[config.mk]
export PLATFORM = sky130hd
export DESIGN_NAME = isud_ram
export DESIGN_NICKNAME = d
export VERILOG_FILES = /design/src/hdl/isud_pkg.sv /design/src/hdl/isud_ram.sv
export SDC_FILE = /design/constraint.sdc
export NUM_CORES = 2
export LEC_CHECK = 0
export ABC_CLOCK_PERIOD_IN_PS = 6400
export BUFFER_PORTS_ARGS = -buffer_cell sky130_fd_sc_hd__clkbuf_2
export CORE_MARGIN = 5
export CORE_UTILIZATION = 57
export CTS_CLUSTER_SIZE = 20
export DETAILED_ROUTE_END_ITERATION = 7
export PLACE_DENSITY = 0.73
export SLEW_MARGIN = 10
export SYNTH_ARGS = -nofsm -noshare
export SYNTH_HDL_FRONTEND = slang
export SYNTH_SLANG_ARGS = --single-unit
[constraint.sdc]
create_clock -name i_clk -period 6.4 [get_ports i_clk]
set_input_delay 0 -clock i_clk [delete_from_list [all_inputs] [get_ports i_clk]]
set_output_delay 0 -clock i_clk [all_outputs]
set_load 0.03 [all_outputs]
[src/hdl/isud_pkg.sv]
// isud_pkg: shared types and constants for the interval set block
// no dependencies
package isud_pkg;
    localparam int MAX_BOUNDS_DEF = 64;
    localparam int POS_WIDTH_DEF  = 32;

    typedef enum logic [2:0] {
        OP_UNION = 3'd0,
        OP_DIFF  = 3'd1,
        OP_TEST  = 3'd2,
        OP_CLEAR = 3'd3,
        OP_QUERY = 3'd4
    } t_opcode;

    localparam logic [1:0] ST_OK   = 2'd0;
    localparam logic [1:0] ST_CAP  = 2'd1;
    localparam logic [1:0] ST_FORM = 2'd2;

    typedef enum logic [3:0] {
        S_IDLE,
        S_SW_RD,
        S_SW_CMP,
        S_CP_RD,
        S_CP_WR,
        S_RP_RD,
        S_RP_ACC,
        S_RP_FIRST,
        S_OUT
    } t_state;
endpackage

[src/hdl/isud_ram.sv]
// isud_ram: one-write, one-read boundary memory with registered read data
// depends on isud_pkg
module isud_ram
    import isud_pkg::*;
#(
    parameter int DEPTH = MAX_BOUNDS_DEF,
    parameter int WIDTH = POS_WIDTH_DEF
) (
    input  logic                     i_clk,
    input  logic                     i_we,
    input  logic [$clog2(DEPTH)-1:0] i_waddr,
    input  logic [WIDTH-1:0]         i_wdata,
    input  logic [$clog2(DEPTH)-1:0] i_raddr,
    output logic [WIDTH-1:0]         o_rdata
);
    logic [WIDTH-1:0] r_mem [DEPTH];
    logic [WIDTH-1:0] r_rdata;

    always_ff @(posedge i_clk) begin
        if (i_we) begin
            r_mem[i_waddr] <= i_wdata;
        end
        r_rdata <= r_mem[i_raddr];
    end

    assign o_rdata = r_rdata;
endmodule

# Yosys cells after proc, flatten, opt, wreduce, memory -nomap -nowiden
# Memory sizes are Yosys's and may differ from the RTL's. A register that Yosys moved wholly into a read port is not among the register bits.
# Index checks and enable logic that the tools add are counted.
# totals
ff_bits,0
mem_bits_rw,2048
input_bits,46
out_inout_bits,32
word_cells,3
mem_count,1
# op_classes
mux,2
# mem_list
name,depth,width,read_ports,rd_ports_with_merged_regs,wr,line,text
r_mem,64,32,1,1,1,isud_ram.sv:16,logic [WIDTH-1:0] r_mem [DEPTH];
# ops
op,count
$mux W1,2

# Logic depth before layout (Yosys ltp)
# logic_depth
depth_word,2
ltp_mapped,10
mapped_depth_nobuf,5

# Worst setup path after synthesis
# Ideal clock, no wire load.
# synth_timing
kind,input port to flip-flop
from,in i_waddr[3]
to,"mem r_mem[48][0] in the netlist's numbering, enable pin"
setup_ns,0.461
t_arrival_ns,2.699
t_required_ns,5.939
slack_ns,3.240
stages,4
path_buffers,1
path_cell_list,clkbuf_1 -> nor2b_1 -> nand4b_1 -> nor3_1
# synth_rtl
item,line,text
from (decl),isud_ram.sv:11,"input logic [$clog2(DEPTH)-1:0] i_waddr,"
to (decl),isud_ram.sv:16,
# Straight into the memory's write port.

==> run metrics <==
Hold Path Class=in -> reg; setup violators final=0; htree depth=4; Yosys reg bits=2,080; Mapped Cells=3,324; r2r setup slk=3960 ps; Final Hold Viols=0; CTS tree=built; post-synthesis sequential area ratio=79.1%; Post-synth EDFFs=2,048; area occupied by multi-input gates=16,000 um2; die height=381 um; syn nets=3,370; Clock Skews=31.9 ps; outcome=completed; Worst Setup EP=o_rdata[6]; gr ovfl total=0; Int Power=21.8 mW; most common cell after layout, fill and taps aside=edfxtp_1; count of different cell masters after synthesis=34; Netlist Area Pre-Place=78,500 um2; Reg2Reg Depth=4; core region area=137,000 um2; placed instance area=81,800 um2; Cell Chain, Critical Path=dlygate4sd3_1 -> buf_4 -> buf_4 -> buf_4 -> nand3b_1 -> o221ai_1 -> a21oi_1 -> a21oi_1 -> nor2_1; CP Capture Type=flip-flop; Total Power=27.7 mW; Starting DRT DRC Count=5,928; crit path max fanout=44; Max Cap Violations=0; Max rail drop VDD=287 uV; final instance count without filler cells=5,542; CTS Hold Bufs=39; Tcrit/Tclk final=46.9%; element type at the critical path start=input port; drt wl/cell=35.8 um; fin crit period=3000 ps; Reg clk slew, reported paths=60 ps; Static Leak=27.5 nW; post-CTS setup buffers=0; GR Util All Layers=27.3%; vias per cell=6.83; largest net degree at the start of global routing=129; Max stage delay on crit path=740 ps; layout cells sized above 1=29.2%; area grow syn2layout=12.5%; register area=62,100 um2; Reg-to-Reg Start=r_mem[50][23]; most frequent cells in the layout=2,048 x edfxtp_1, 544 x mux4_2, 193 x clkbuf_16, 123 x buf_4, 93 x mux2i_1; Nets=3,627; Avg Inst Size Synth=23.6 um2; sequential share of power=54.7%; die width=381 um; NetSw=5.94 mW; critical path class=in -> reg; Synth async-reset ratio=0%; Pwr Density=314 nW/um2; clock share of power=40.0%; Tightest Pin Transition=1180 ps; Levels on crit path=9; port bufs=77; Logic pwr share=5.3%; CP Buf/Inv Count=4; CTS Buf Count=191; Initial Util=57.2%; gpl congestion=0.829; Net Sw Frac=21.4%; Rows=136; top post-synthesis cells by area=edfxtp_1 78%, mux4_2 16%, mux2i_1 1.2%, dfxtp_1 0.82%, o22ai_1 0.67%; cell family with most CP delay=buffers and inverters; Final Slew Violations=0; first-pass GRT wire length=279 mm; iteration count of the initial detailed-routing pass=8; Final Util=64.4%; initial antenna violation count=21; Crit Reg-Reg Endpoint=o_rdata[23]; Synth Flop Type=edfxtp_1; clock root cell=clkbuf_16; Yosys top cell by area=edfxtp_1; DRT antenna net count=0; CTS Sinks=2,080; die footprint=145,000 um2; crit path from=i_raddr[3]; post-synth top area share=78.3%; FMAX=0.333 GHz; fill count=8,544; headroom to the max-slew limit=21.1%; Fin Setup TNS=0 ps; DRC=0; hpwl dp=105 mm; RSZ-0062 raised after global routing=no; Data arrival, critical path=3760 ps; DP Cell Count=5,142; Worst path slowest cell=buf_4; final wirelength=199 mm; # IOs=78; synth warn=0; required time worst endpoint=7160 ps; via count=37,900; Design Area, Final=88,300 um2; Clk Latency, worst-skew pair=850 ps; Clock Path Buffers=3; Worst path most repeated cell=buf_4; Post-CTS Resized=0; vias in the first global route=37,900
[power by group through the flow]
| stage | clock network, mW | logic, mW | registers [mW] |
|---|---|---|---|
| 5_1_grt | 11.8 | 1.53 | 15.2 |
| 6_report | 11.1 | 1.46 | 15.2 |
| 4_1_cts | 11.2 | 1.46 | 15.2 |
| 2_1_floorplan | 0 | 0.733 | 15.5 |
| 3_3_place_gp | 0 | 1.40 | 15.4 |
| 3_5_place_dp | 0 | 1.44 | 15.4 |
[area by class of cell]
class	instances	area share, %
Timing Repair Buffer	246	2.12
Tap cell	1794	2.54
Clock inverter	118	1.13
Multi-Input combinational cell	1062	18.1
Clock buffer	237	5.71
Sequential cell	2080	70.4
Antenna cell	5	0.0142
[registers in the layout, summed over array words and instances (netlist names)]
name,cells
o_rdata,32
r_mem,2048
[synthesized netlist by cell type (7+ instances only)]
master,instances
nor2_1,137
edfxtp_1,2048
a21oi_1,62
nand2b_1,8
buf_4,25
nor3_1,7
a22oi_1,12
clkbuf_1,74
dfxtp_1,32
a311oi_1,8
mux2i_1,93
buf_1,21
nor2b_1,15
mux4_2,544
nand2_1,26
o22ai_1,84
buf_2,57
o221ai_1,27
[worst reg2reg max path: stages (launching register included)]
cell      delay (ps)
edfxtp_1         380
mux4_2           480
mux4_2           560
o22ai_1          750
nor2_1           120
[routing by layer]
metal	GRT usage, %	vias to the layer above	part of all wire (%)
met5	0	-	0.032
met4	11.2	10	4.2
met3	6.53	375	11
met2	43.3	2606	49
met1	37.5	20100	36
li1	-	14800	-
[cell families after synthesis]
kind of cell | after synthesis | synth area share, %
DFF | 2080 | 79.1
muxes | 637 | 16.8
and+or+nand+nor | 223 | 1.27
AOI/OAI and AO/OA | 202 | 1.67
buffers and inverters | 182 | 1.13
[metrics by stage]
stage          setup slack [ps]  hold WS, ps
3_5_place_dp               2740          450
4_1_cts                    3520         29.6
5_1_grt                    3330         71.2
6_report                   3400         96.6
3_3_place_gp               2760          453
2_1_floorplan              3240         98.9
[worst min-delay path by stage]
stage                start            end  cells after the start
2_1_floorplan   i_wdata[0]    r_mem[0][0]                      0
3_3_place_gp   o_rdata[14]    o_rdata[14]                      1
3_5_place_dp   o_rdata[14]    o_rdata[14]                      1
4_1_cts         i_waddr[4]  r_mem[54][10]                      3
5_1_grt         i_waddr[4]  r_mem[54][13]                      3
6_report        i_waddr[4]  r_mem[54][16]                      3
(Power assumes the default switching activity.)
